### config.mk
export PLATFORM = sky130hd
export DESIGN_NAME = material_sorter_classifier_servo_drive_unit
export DESIGN_NICKNAME = d
export VERILOG_FILES = /design/src/rtl/msc_pkg.sv /design/src/rtl/material_sorter_classifier_servo_drive_unit.sv
export SDC_FILE = /design/constraint.sdc
export NUM_CORES = 1
export LEC_CHECK = 0
export BUFFER_PORTS_ARGS = -buffer_cell sky130_fd_sc_hd__buf_2
export CORE_MARGIN = 2
export CORE_UTILIZATION = 35
export CTS_BUF_LIST = sky130_fd_sc_hd__clkbuf_4 sky130_fd_sc_hd__clkbuf_8
export DETAILED_ROUTE_END_ITERATION = 12
export PLACE_DENSITY_LB_ADDON = 0.12
export SLEW_MARGIN = 20
export SYNTH_ARGS = -nofsm -noshare
export SYNTH_HDL_FRONTEND = slang
export SYNTH_SLANG_ARGS = --single-unit
### constraint.sdc
create_clock -name clk -period 13.35 [get_ports clk]
set_input_delay 2.67 -clock clk [delete_from_list [all_inputs] [get_ports clk]]
set_output_delay 2.67 -clock clk [all_outputs]
set_load 0.01 [all_outputs]
### src/rtl/msc_pkg.sv
// ----------------------------------------------------------------------------
// Material sorter package
// Item types, register indexes, decision codes and reset values shared by the
// sorter classifier and servo drive.
// ----------------------------------------------------------------------------
package msc_pkg;

	localparam int SAMPLE_BITS   = 10;
	localparam int TICK_BITS     = 16;
	localparam int THRESH_BITS   = 10;
	localparam int CFG_BITS      = 16;
	localparam int CFG_IDX_BITS  = 3;

	localparam logic [THRESH_BITS-1:0] MEASURE_RST = THRESH_BITS'(840);
	localparam logic [THRESH_BITS-1:0] OTHER_RST   = THRESH_BITS'(740);
	localparam logic [THRESH_BITS-1:0] METAL_RST   = THRESH_BITS'(160);
	localparam logic [CFG_BITS-1:0]    LOCKOUT_RST = CFG_BITS'(10000);
	localparam logic [CFG_BITS-1:0]    FRAME_RST   = CFG_BITS'(40000);
	localparam logic [CFG_BITS-1:0]    SPR_RST     = CFG_BITS'(2900);
	localparam logic [CFG_BITS-1:0]    SPL_RST     = CFG_BITS'(2500);
	localparam logic [CFG_BITS-1:0]    TURN_RST    = CFG_BITS'(1400);
	localparam logic [SAMPLE_BITS-1:0] PREV_PHOTO_RST = SAMPLE_BITS'(890);

	typedef enum logic [CFG_IDX_BITS-1:0] {
		REG_MEASURE_THRESHOLD,
		REG_OTHER_THRESHOLD,
		REG_METAL_THRESHOLD,
		REG_LOCKOUT_SAMPLES,
		REG_FRAME_TICKS,
		REG_STRAIGHT_PULSE_RIGHT,
		REG_STRAIGHT_PULSE_LEFT,
		REG_TURN_PULSE
	} reg_index_t;

	typedef enum logic [1:0] {
		DEC_NONE,
		DEC_PLASTIC,
		DEC_METAL,
		DEC_OTHER
	} decision_t;

	localparam logic MODE_TICK   = 1'b0;
	localparam logic MODE_SAMPLE = 1'b1;

	typedef struct packed {
		logic                   mode;
		logic [SAMPLE_BITS-1:0] photo_sample;
		logic [SAMPLE_BITS-1:0] radar_sample;
	} in_item_t;

	typedef struct packed {
		logic       right_servo_level;
		logic       left_servo_level;
		logic [1:0] decision;
		logic       armed;
	} out_item_t;

	// Length of the next servo interval: the pulse (zero counts as one tick) when
	// the level is high, else the rest of the frame, saturated at one tick.
	function automatic logic [CFG_BITS-1:0] interval_len(
		input logic [CFG_BITS-1:0] frame,
		input logic [CFG_BITS-1:0] pulse_raw,
		input logic                level
	);
		logic [CFG_BITS-1:0] pulse;
		logic [CFG_BITS-1:0] v;
		pulse = (pulse_raw == '0) ? CFG_BITS'(1) : pulse_raw;
		if (level) begin
			v = pulse;
		end else begin
			v = (frame > pulse) ? (frame - pulse) : CFG_BITS'(1);
		end
		return v;
	endfunction

endpackage

### src/rtl/material_sorter_classifier_servo_drive_unit.sv
// Pipeline: an accepted item passes the input register, then the result register,
// and waits in them only while the result side stalls.
// Throughput: one item per cycle while not stalled; the classifier and both servo
// counters update in the single compare/decrement stage between the two registers.
// Reset: asynchronous, active low; all registers but the item and result data
// return to reset values, the servo drive is disabled and measuring is armed.
// ----------------------------------------------------------------------------
// Material sorter classifier and servo drive
// Classifies photo/radar sample items as plastic, metal or other and times
// two active-high servo pins from timer tick items.
// ----------------------------------------------------------------------------
module material_sorter_classifier_servo_drive_unit
	import msc_pkg::*;
#(
	parameter int TICK_W = TICK_BITS
) (
	input  logic                    clk,
	input  logic                    arst_n,
	input  logic                    in_valid,
	output logic                    in_stall,
	input  in_item_t                in_item,
	output logic                    out_valid,
	input  logic                    out_stall,
	output out_item_t               out_item,
	input  logic                    cfg_we,
	input  logic [CFG_IDX_BITS-1:0] cfg_index,
	input  logic [CFG_BITS-1:0]     cfg_data
);

	localparam logic [TICK_W-1:0] TICK_ONE = {{(TICK_W-1){1'b0}}, 1'b1};

	// Fit an interval to the counter width; a zero interval becomes one tick.
	function automatic logic [TICK_W-1:0] fit_ticks(input logic [CFG_BITS-1:0] v);
		logic [31:0]       ext;
		logic [TICK_W-1:0] t;
		ext = {16'b0, v};
		t   = ext[TICK_W-1:0];
		return (t == '0) ? TICK_ONE : t;
	endfunction

	// Configuration registers.
	logic [THRESH_BITS-1:0] measure_thr_q, other_thr_q, metal_thr_q;
	logic [CFG_BITS-1:0]    lockout_samples_q, frame_ticks_q;
	logic [CFG_BITS-1:0]    spr_q, spl_q, turn_q;

	// Classifier and drive state.
	logic                   armed_q;
	logic [SAMPLE_BITS-1:0] prev_photo_q;
	logic [CFG_BITS-1:0]    lockout_q;
	logic                   drive_en_q;
	logic                   route_right_q;
	logic                   right_level_q, left_level_q;
	logic [TICK_W-1:0]      right_rem_q, left_rem_q;

	// Pipeline registers.
	in_item_t  item_s1;
	logic      valid_s1;
	out_item_t out_item_q;
	logic      out_valid_q;

	logic advance;
	logic in_fire;
	logic fire_s1;

	assign advance  = !out_valid_q || !out_stall;
	assign in_stall = valid_s1 && !advance;
	assign in_fire  = in_valid && !in_stall;
	assign fire_s1  = valid_s1 && advance;
	assign out_valid = out_valid_q;
	assign out_item  = out_item_q;

	// Next-state logic for the item in stage one.
	logic                   armed_d;
	logic [SAMPLE_BITS-1:0] prev_photo_d;
	logic [CFG_BITS-1:0]    lockout_d;
	logic                   drive_en_d, route_right_d;
	logic                   right_level_d, left_level_d;
	logic [TICK_W-1:0]      right_rem_d, left_rem_d;
	decision_t              decision_d;

	logic [SAMPLE_BITS-1:0] photo;
	logic                   restart;
	logic                   restart_right;
	logic [CFG_BITS-1:0]    right_pulse, left_pulse;
	logic [CFG_BITS-1:0]    rs_right_pulse, rs_left_pulse;
	logic [TICK_W-1:0]      right_dec, left_dec;

	always_comb begin
		armed_d       = armed_q;
		prev_photo_d  = prev_photo_q;
		lockout_d     = lockout_q;
		drive_en_d    = drive_en_q;
		route_right_d = route_right_q;
		right_level_d = right_level_q;
		left_level_d  = left_level_q;
		right_rem_d   = right_rem_q;
		left_rem_d    = left_rem_q;
		decision_d    = DEC_NONE;
		restart       = 1'b0;
		restart_right = 1'b0;
		photo         = item_s1.photo_sample;

		right_pulse = route_right_q ? turn_q : spr_q;
		left_pulse  = route_right_q ? turn_q : spl_q;
		right_dec   = (right_rem_q == '0) ? '0 : right_rem_q - TICK_ONE;
		left_dec    = (left_rem_q == '0) ? '0 : left_rem_q - TICK_ONE;

		if (item_s1.mode == MODE_TICK) begin
			if (drive_en_q) begin
				right_rem_d = right_dec;
				left_rem_d  = left_dec;
				if (right_dec == '0) begin
					right_level_d = !right_level_q;
					right_rem_d   = fit_ticks(interval_len(frame_ticks_q, right_pulse,
						!right_level_q));
				end
				if (left_dec == '0) begin
					left_level_d = !left_level_q;
					left_rem_d   = fit_ticks(interval_len(frame_ticks_q, left_pulse,
						!left_level_q));
				end
			end
		end else begin
			if (lockout_q != '0) begin
				lockout_d = lockout_q - CFG_BITS'(1);
				photo     = '0;
			end
			if (photo > measure_thr_q) begin
				if (!armed_q) begin
					armed_d = 1'b1;
				end else if (prev_photo_q < measure_thr_q) begin
					armed_d    = 1'b0;
					decision_d = DEC_PLASTIC;
					restart    = 1'b1;
				end
			end else if (armed_q && photo < measure_thr_q && photo < other_thr_q) begin
				armed_d   = 1'b0;
				lockout_d = lockout_samples_q;
				if (item_s1.radar_sample > metal_thr_q) begin
					decision_d    = DEC_METAL;
					restart       = 1'b1;
					restart_right = 1'b1;
				end else begin
					decision_d = DEC_OTHER;
				end
			end
			prev_photo_d = photo;
		end

		// A plastic or metal decision sets the route and restarts both servos at the start of the low interval.
		rs_right_pulse = restart_right ? turn_q : spr_q;
		rs_left_pulse  = restart_right ? turn_q : spl_q;
		if (restart) begin
			route_right_d = restart_right;
			drive_en_d    = 1'b1;
			right_level_d = 1'b0;
			left_level_d  = 1'b0;
			right_rem_d   = fit_ticks(interval_len(frame_ticks_q, rs_right_pulse, 1'b0));
			left_rem_d    = fit_ticks(interval_len(frame_ticks_q, rs_left_pulse, 1'b0));
		end
	end

	always_ff @(posedge clk or negedge arst_n) begin
		if (!arst_n) begin
			measure_thr_q     <= MEASURE_RST;
			other_thr_q       <= OTHER_RST;
			metal_thr_q       <= METAL_RST;
			lockout_samples_q <= LOCKOUT_RST;
			frame_ticks_q     <= FRAME_RST;
			spr_q             <= SPR_RST;
			spl_q             <= SPL_RST;
			turn_q            <= TURN_RST;
		end else if (cfg_we) begin
			case (reg_index_t'(cfg_index))
				REG_MEASURE_THRESHOLD:    measure_thr_q     <= cfg_data[THRESH_BITS-1:0];
				REG_OTHER_THRESHOLD:      other_thr_q       <= cfg_data[THRESH_BITS-1:0];
				REG_METAL_THRESHOLD:      metal_thr_q       <= cfg_data[THRESH_BITS-1:0];
				REG_LOCKOUT_SAMPLES:      lockout_samples_q <= cfg_data;
				REG_FRAME_TICKS:          frame_ticks_q     <= cfg_data;
				REG_STRAIGHT_PULSE_RIGHT: spr_q             <= cfg_data;
				REG_STRAIGHT_PULSE_LEFT:  spl_q             <= cfg_data;
				REG_TURN_PULSE:           turn_q            <= cfg_data;
				default: ;
			endcase
		end
	end

	always_ff @(posedge clk or negedge arst_n) begin
		if (!arst_n) begin
			armed_q       <= 1'b1;
			prev_photo_q  <= PREV_PHOTO_RST;
			lockout_q     <= '0;
			drive_en_q    <= 1'b0;
			route_right_q <= 1'b0;
			right_level_q <= 1'b0;
			left_level_q  <= 1'b0;
			right_rem_q   <= '0;
			left_rem_q    <= '0;
		end else if (fire_s1) begin
			armed_q       <= armed_d;
			prev_photo_q  <= prev_photo_d;
			lockout_q     <= lockout_d;
			drive_en_q    <= drive_en_d;
			route_right_q <= route_right_d;
			right_level_q <= right_level_d;
			left_level_q  <= left_level_d;
			right_rem_q   <= right_rem_d;
			left_rem_q    <= left_rem_d;
		end
	end

	always_ff @(posedge clk or negedge arst_n) begin
		if (!arst_n) begin
			valid_s1    <= 1'b0;
			out_valid_q <= 1'b0;
		end else begin
			if (in_fire) begin
				valid_s1 <= 1'b1;
			end else if (advance) begin
				valid_s1 <= 1'b0;
			end
			if (advance) begin
				out_valid_q <= valid_s1;
			end
		end
	end

	always_ff @(posedge clk) begin
		if (in_fire) begin
			item_s1 <= in_item;
		end
		if (fire_s1) begin
			out_item_q.right_servo_level <= right_level_d;
			out_item_q.left_servo_level  <= left_level_d;
			out_item_q.decision          <= decision_d;
			out_item_q.armed             <= armed_d;
		end
	end

	// A detection always disarms measuring.
	assert property (@(posedge clk) disable iff (!arst_n)
		out_valid_q && (out_item_q.decision == DEC_PLASTIC ||
			out_item_q.decision == DEC_METAL || out_item_q.decision == DEC_OTHER)
		|-> !out_item_q.armed)
		else $error("detection reported while still armed");

	// With the drive off, both servo pins stay low.
	assert property (@(posedge clk) disable iff (!arst_n)
		!drive_en_q |-> !right_level_q && !left_level_q)
		else $error("servo pin high while drive disabled");

	// A running servo never holds an empty interval.
	assert property (@(posedge clk) disable iff (!arst_n)
		drive_en_q |-> right_rem_q != '0 && left_rem_q != '0)
		else $error("servo interval count is zero while driving");

	// The input side only stalls when the result side is full and stalled.
	assert property (@(posedge clk) disable iff (!arst_n)
		in_stall |-> valid_s1 && out_valid_q && out_stall)
		else $error("input stalled without back pressure");

	// A metal decision switches the route to the right.
	assert property (@(posedge clk) disable iff (!arst_n)
		fire_s1 && decision_d == DEC_METAL |=> route_right_q && drive_en_q)
		else $error("metal item did not select the right route");

endmodule

==> reports/qor.csv, run 1 <==
stage;metric;value;unit
placed_design;# placed instances;2237;
timing;final number of max-transition violations;0;
clock_network;CTS Sinks;201;
cells_and_area;most frequent cells in the layout;148 x nand2_1, 128 x dfrtp_1, 121 x o21ai_0;
setup_path;CP arrival;7.87;ns
global_routing;largest net degree at the start of global routing;103;
power;Lkg Pwr;7.00;nW
timing;Fin. Hold Viols;0;
detailed_routing;# DRC;0;
clock_network;CTS tree;built;
yosys;Syn Area/Cell;9.19;µm²
yosys;ys flop type;dfrtp_1;
timing;Final Skew;0.0339;ns
placed_design;post-DP HPWL;37500;µm
cells_and_area;Layout Nets;1847;
yosys;sequential-to-total area share from yosys stat;0.341;
global_routing;initial antenna violation count;1;
yosys;Syn Inst Count;1663;
timing;minimum clock period;7.42;ns
detailed_routing;drt first-iter violations;829;
power;Tot Pwr;0.00363;W
run_status;status;finished, final reports clean;
placed_design;GPL Wtd Cong;0.882;
yosys;#FFs+latches synth;201;
hold_path;HP Class;flop to flop;
detailed_routing;drt wl/cell;21.8;µm
setup_path;CP Launch Type;flop;
die;core footprint;0.0431;mm²
die;# IOs;52;
die;die height;213;µm
setup_path;Crit Path Class;flop to flop;
cells_and_area;fillers;4355;
setup_path;Worst Path Required;13.80;ns
global_routing;gr usage total;0.226;
timing;setup tns final;0;ns
cells_and_area;register area;0.00522;mm²
global_routing;total gr overflow;0;
yosys;synthesized area;0.0153;mm²
detailed_routing;Antenna Nets Post-Route;0;
power;Pwr Density;214;mW/mm²
cells_and_area;Antenna Cells;0;
power;peak supply drop;78.6;µV
global_routing;first-pass GRT wire length;77700;µm
clock_network;Resized Gates After CTS;0;
run;max cap viols;0;
clock_network;clk_lat worst skew;0.61;ns
detailed_routing;Via density;5.70;
timing;Rel. slew slack;0.303;
timing;Final WS setup;5.93;ns
timing;RSZ-0062 raised after global routing;false;
timing;Hold WS;0.474;ns
yosys;Yosys cell types;88;
placed_design;I/O Buffers;51;
clock_network;htree depth;2;
yosys;EDFF count, synth;26;
setup_path;CP max stage delay;0.74;ns
clock_network;hold buffers post-CTS;0;
global_routing;vias in the first global route;12900;
setup_path;CP max FO;23;
cells_and_area;area of the multi-input gates;0.00949;mm²
cells_and_area;ratio of cells with drive above 1 in the final layout;0.176;
yosys;yosys warns;0;
cells_and_area;Non-Filler Instances;2311;
clock_network;Max Buffers Root-to-Sink;3;
detailed_routing;first-pass detailed-route iteration total;5;
die;Initial Util;0.355;
placed_design;Place WS;5.98;ns
clock_network;clk slew on worst S/H paths;0.06;ns
cells_and_area;most common cell after layout, fill and taps aside;nand2_1;
die;Die Footprint;0.0453;mm²
yosys;asr flop ratio synth;0.871;
detailed_routing;drt total wl;50300;µm
cells_and_area;Layout area overhead;11.1;%
clock_network;setup bufs post-CTS;0;
timing;Slew @ Worst Pin;1.04;ns
timing;Final setup viols;0;
die;Die Wd;213;µm
yosys;syn nets;1816;
setup_path;CP max stage cell;o41ai_4;
clock_network;clock buffer count from CTS;40;
clock_network;CTS root buffer;clkbuf_8;
setup_path;crit end category;flop;
detailed_routing;via count;13200;
timing;Peak Freq;135;MHz
setup_path;CP most frequent cell;a21oi_1;
die;Site Rows;76;
timing;Final period util;0.556;
==> state kept, by name, summed over array words and instances (netlist names), 5 cells and up <==
signal	cells
item_s1	21
frame_ticks_q	16
left_rem_q	16
lockout_q	16
lockout_samples_q	16
right_rem_q	16
spl_q	16
spr_q	16
turn_q	16
measure_thr_q	10
metal_thr_q	10
other_thr_q	10
prev_photo_q	10
out_item	5
==> cell usage after synthesis, drive strengths merged, types with 22 or more instances <==
cell,number,area share
a21oi,87,0.028
a31oi,23,0.0094
buf,32,0.012
clkbuf,44,0.011
dfrtp,129,0.21
dfstp,46,0.079
edfxtp,26,0.051
ha,104,0.085
inv,73,0.018
mux2,100,0.074
mux2i,83,0.054
nand2,150,0.038
nand3,33,0.012
nor2,95,0.023
nor3,49,0.016
nor4,28,0.012
o21ai,130,0.043
or3,22,0.0090
xnor2,40,0.023
==> critical path: cells and delay by family (launching register included) <==
family                   cells  cell delay (ns)
AO/OA/AOI/OAI               12             2.90
flip-flops                   1             0.40
AND/OR/NAND/NOR              7             2.28
buffers and inverters        2             0.15
multiplexers                 2             0.51
adder cells (fa/ha/maj)      4             1.00
==> routing by layer <==
layer	share of wire	vias up	GRT usage
li1	-	6305	-
met1	0.47	6434	0.313
met2	0.45	334	0.355
met3	0.049	88	0.0369
met4	0.032	2	0.0767
met5	0.00026	-	0
==> metrics by stage <==
stage	util	cell area, µm²
finish	0.394	17000
global route	0.394	17000
CTS	0.394	17000
detailed placement	0.373	16100
global placement	0.373	16100
floorplan	-	15300
==> path summary, 6_finish.rpt <==
check	cells after the start	from	to	slack, ns
min reg2reg	1	drive_en_q	drive_en_q	0.47
max reg2reg	27	lockout_q[0]	right_rem_q[9]	5.93
max	27	lockout_q[0]	right_rem_q[9]	5.93
min	1	drive_en_q	drive_en_q	0.47
min in group asynchronous	1	arst_n	right_rem_q[6]	2.20
max in group asynchronous	2	arst_n	route_right_q	9.58
==> area by class of cell <==
class / count / area share
clock buffer: 56 / 0.0413
sequential: 201 / 0.307
inverter: 73 / 0.0161
timing repair buffer: 65 / 0.0217
multi-input combinational: 1313 / 0.559
tap: 585 / 0.0431
clock inverter: 18 / 0.0118
==> cell families after synthesis <==
family          count (synthesis)  synth area share
compound gates                446             0.190
xor+xnor                       61            0.0350
fa+ha+maj                     108            0.0904
buf+inv                       149            0.0411
flops                         201             0.341
mux                           183             0.128
simple gates                  515             0.174
==> where the power goes <==
group          switching (W)  total (W)  internal, W
registers           0.000216   0.000989     0.000773
logic                0.00113    0.00192     0.000788
clock network       0.000297   0.000717     0.000420
Power figures use the tool's default switching activity.
==> inputs of run 2 (changes only) <==
==> constraint.sdc (replaced) <==
create_clock -name clk -period 7.4 [get_ports clk]
set_input_delay 1.48 -clock clk [delete_from_list [all_inputs] [get_ports clk]]
set_output_delay 1.48 -clock clk [all_outputs]
set_load 0.01 [all_outputs]
==> run 2 against run 1 <==
Against the previous run: die area is the same; combinational power rose by 81%; fmax up 7.8%; sequential share of layout area about the same; clock skew rose by 0.0028 ns; flip-flop and latch count is the same; utilization hardly changed; critical endpoint unchanged; largest cell class unchanged; largest power group unchanged; highest routed layer is now met4.
==> reports/qor.csv, run 2 (synthesized netlist as in run 1, its figures left out) <==
stage;metric;value;unit
cells_and_area;ratio of cells with drive above 1 in the final layout;0.182;
power;peak supply drop;158;µV
setup_path;Worst Path Buf+Inv;2;
die;Site Rows;76;
timing;Final WS setup;0.519;ns
timing;Fin. Hold Viols;0;
timing;minimum clock period;6.88;ns
placed_design;I/O Buffers;51;
detailed_routing;first-pass detailed-route iteration total;5;
timing;setup tns final;0;ns
setup_path;reg-to-reg endpoint;right_rem_q[9];
timing;RSZ-0062 raised after global routing;false;
clock_network;CTS Sinks;201;
die;Die Wd;213;µm
cells_and_area;Layout area overhead;11.2;%
detailed_routing;# DRC;0;
cells_and_area;Layout Nets;1854;
clock_network;clock buffer count from CTS;40;
timing;Rel. slew slack;0.289;
placed_design;GPL Wtd Cong;0.901;
clock_network;Max Buffers Root-to-Sink;3;
detailed_routing;Antenna Nets Post-Route;0;
die;Die Footprint;0.0453;mm²
cells_and_area;max reg flops;21;
cells_and_area;fillers;4371;
die;die height;213;µm
clock_network;CTS tree;built;
clock_network;htree depth;2;
placed_design;post-DP HPWL;37500;µm
setup_path;CP most frequent cell;a21oi_1;
setup_path;CP max FO;16;
timing;Final period util;0.930;
setup_path;CP max stage cell;or4_4;
setup_path;cell family with most CP delay;simple AND/OR/NAND/NOR gates;
global_routing;vias in the first global route;12700;
hold_path;HP Class;flop to flop;
timing;Slew @ Worst Pin;1.06;ns
die;core footprint;0.0431;mm²
hold_path;Hold Path Cell Cnt;1;
cells_and_area;most common cell after layout, fill and taps aside;nand2_1;
timing;Hold WS;0.498;ns
setup_path;worst r2r path cells;26;
cells_and_area;Non-Filler Instances;2317;
global_routing;first-pass GRT wire length;77200;µm
power;Tot Pwr;0.00650;W
clock_network;CTS root buffer;clkbuf_8;
setup_path;CP Launch Type;flop;
cells_and_area;most frequent cells in the layout;148 x nand2_1, 128 x dfrtp_1, 121 x o21ai_0;
global_routing;initial antenna violation count;0;
setup_path;crit end category;flop;
placed_design;# placed instances;2242;
cells_and_area;Antenna Cells;0;
setup_path;r2r startpoint;lockout_q[4];
power;Lkg Pwr;7.03;nW
clock_network;clk slew on worst S/H paths;0.07;ns
timing;Final setup viols;0;
timing;final number of max-transition violations;0;
setup_path;CP startpoint;lockout_q[4];
setup_path;Crit Path Class;flop to flop;
timing;Peak Freq;145;MHz
detailed_routing;via count;13100;
detailed_routing;Via density;5.67;
placed_design;Place WS;0.427;ns
detailed_routing;drt total wl;50400;µm
power;Pwr Density;383;mW/mm²
die;Initial Util;0.355;
global_routing;largest net degree at the start of global routing;92;
run_status;status;finished, final reports clean;
detailed_routing;drt wl/cell;21.8;µm
detailed_routing;drt first-iter violations;851;
setup_path;CP arrival;7.35;ns
global_routing;gr usage total;0.224;
setup_path;Worst Path Required;7.87;ns
setup_path;setup slack, reg-to-reg;0.52;ns
die;# IOs;52;
clock_network;clk_lat worst skew;0.62;ns
cells_and_area;Top reg by flops;item_s1;
hold_path;hold path start;drive_en_q;
setup_path;CP max stage delay;0.59;ns
timing;Final Skew;0.0367;ns
clock_network;hold buffers post-CTS;0;
hold_path;WHS Endpoint;drive_en_q;
run;max cap viols;0;
global_routing;total gr overflow;0;
[run 2: layer usage]
metal  vias to the layer above  GRT usage  wire length [µm]
li1                       6307          -                 -
met1                      6389      0.310             23500
met2                       342      0.360             22900
met3                        92     0.0284              2440
met4                         0     0.0774              1560
met5                         -          0                 0
[run 2: report_power, final]
part           leakage [nW]  internal, W  switching (W)  total (W)
registers              2.35      0.00140       0.000385    0.00178
logic                  4.20      0.00143        0.00205    0.00348
clock network         0.470     0.000707       0.000535    0.00124
[run 2: final cells by class]
cell class                      count  area (µm²)  area share
Timing Repair Buffer               71         414      0.0244
Sequential cell                   201        5220       0.307
Clock buffer                       63         773      0.0455
Multi-Input combinational cell   1314        9480       0.558
Clock inverter                     10         105     0.00618
Tap cell                          585         732      0.0431
Inverter                           73         274      0.0161
[run 2: how the worst max path moves through the flow]
| stage | endpoint | depth (start not counted) |
|---|---|---|
| 6_report | right_rem_q[9] | 26 |
| 5_1_grt | right_rem_q[0] | 25 |
| 4_1_cts | right_rem_q[9] | 28 |
| 3_5_place_dp | right_rem_q[9] | 28 |
| 3_3_place_gp | right_rem_q[9] | 26 |
| 2_1_floorplan | right_rem_q[15] | 28 |
[run 2: stage by stage]
step | util | instance area (µm²)
after floorplan | - | 15300
after global placement | 0.374 | 16100
after detailed placement | 0.374 | 16100
after CTS | 0.394 | 17000
after global routing | 0.395 | 17000
final | 0.395 | 17000
[run 2: timing repair]
item / in CTS / in global routing
gates resized for setup: 0 / 1
setup endpoints to repair: 0 / 18
hold endpoints to repair: 0 / 0
buffers inserted: 0 / 1
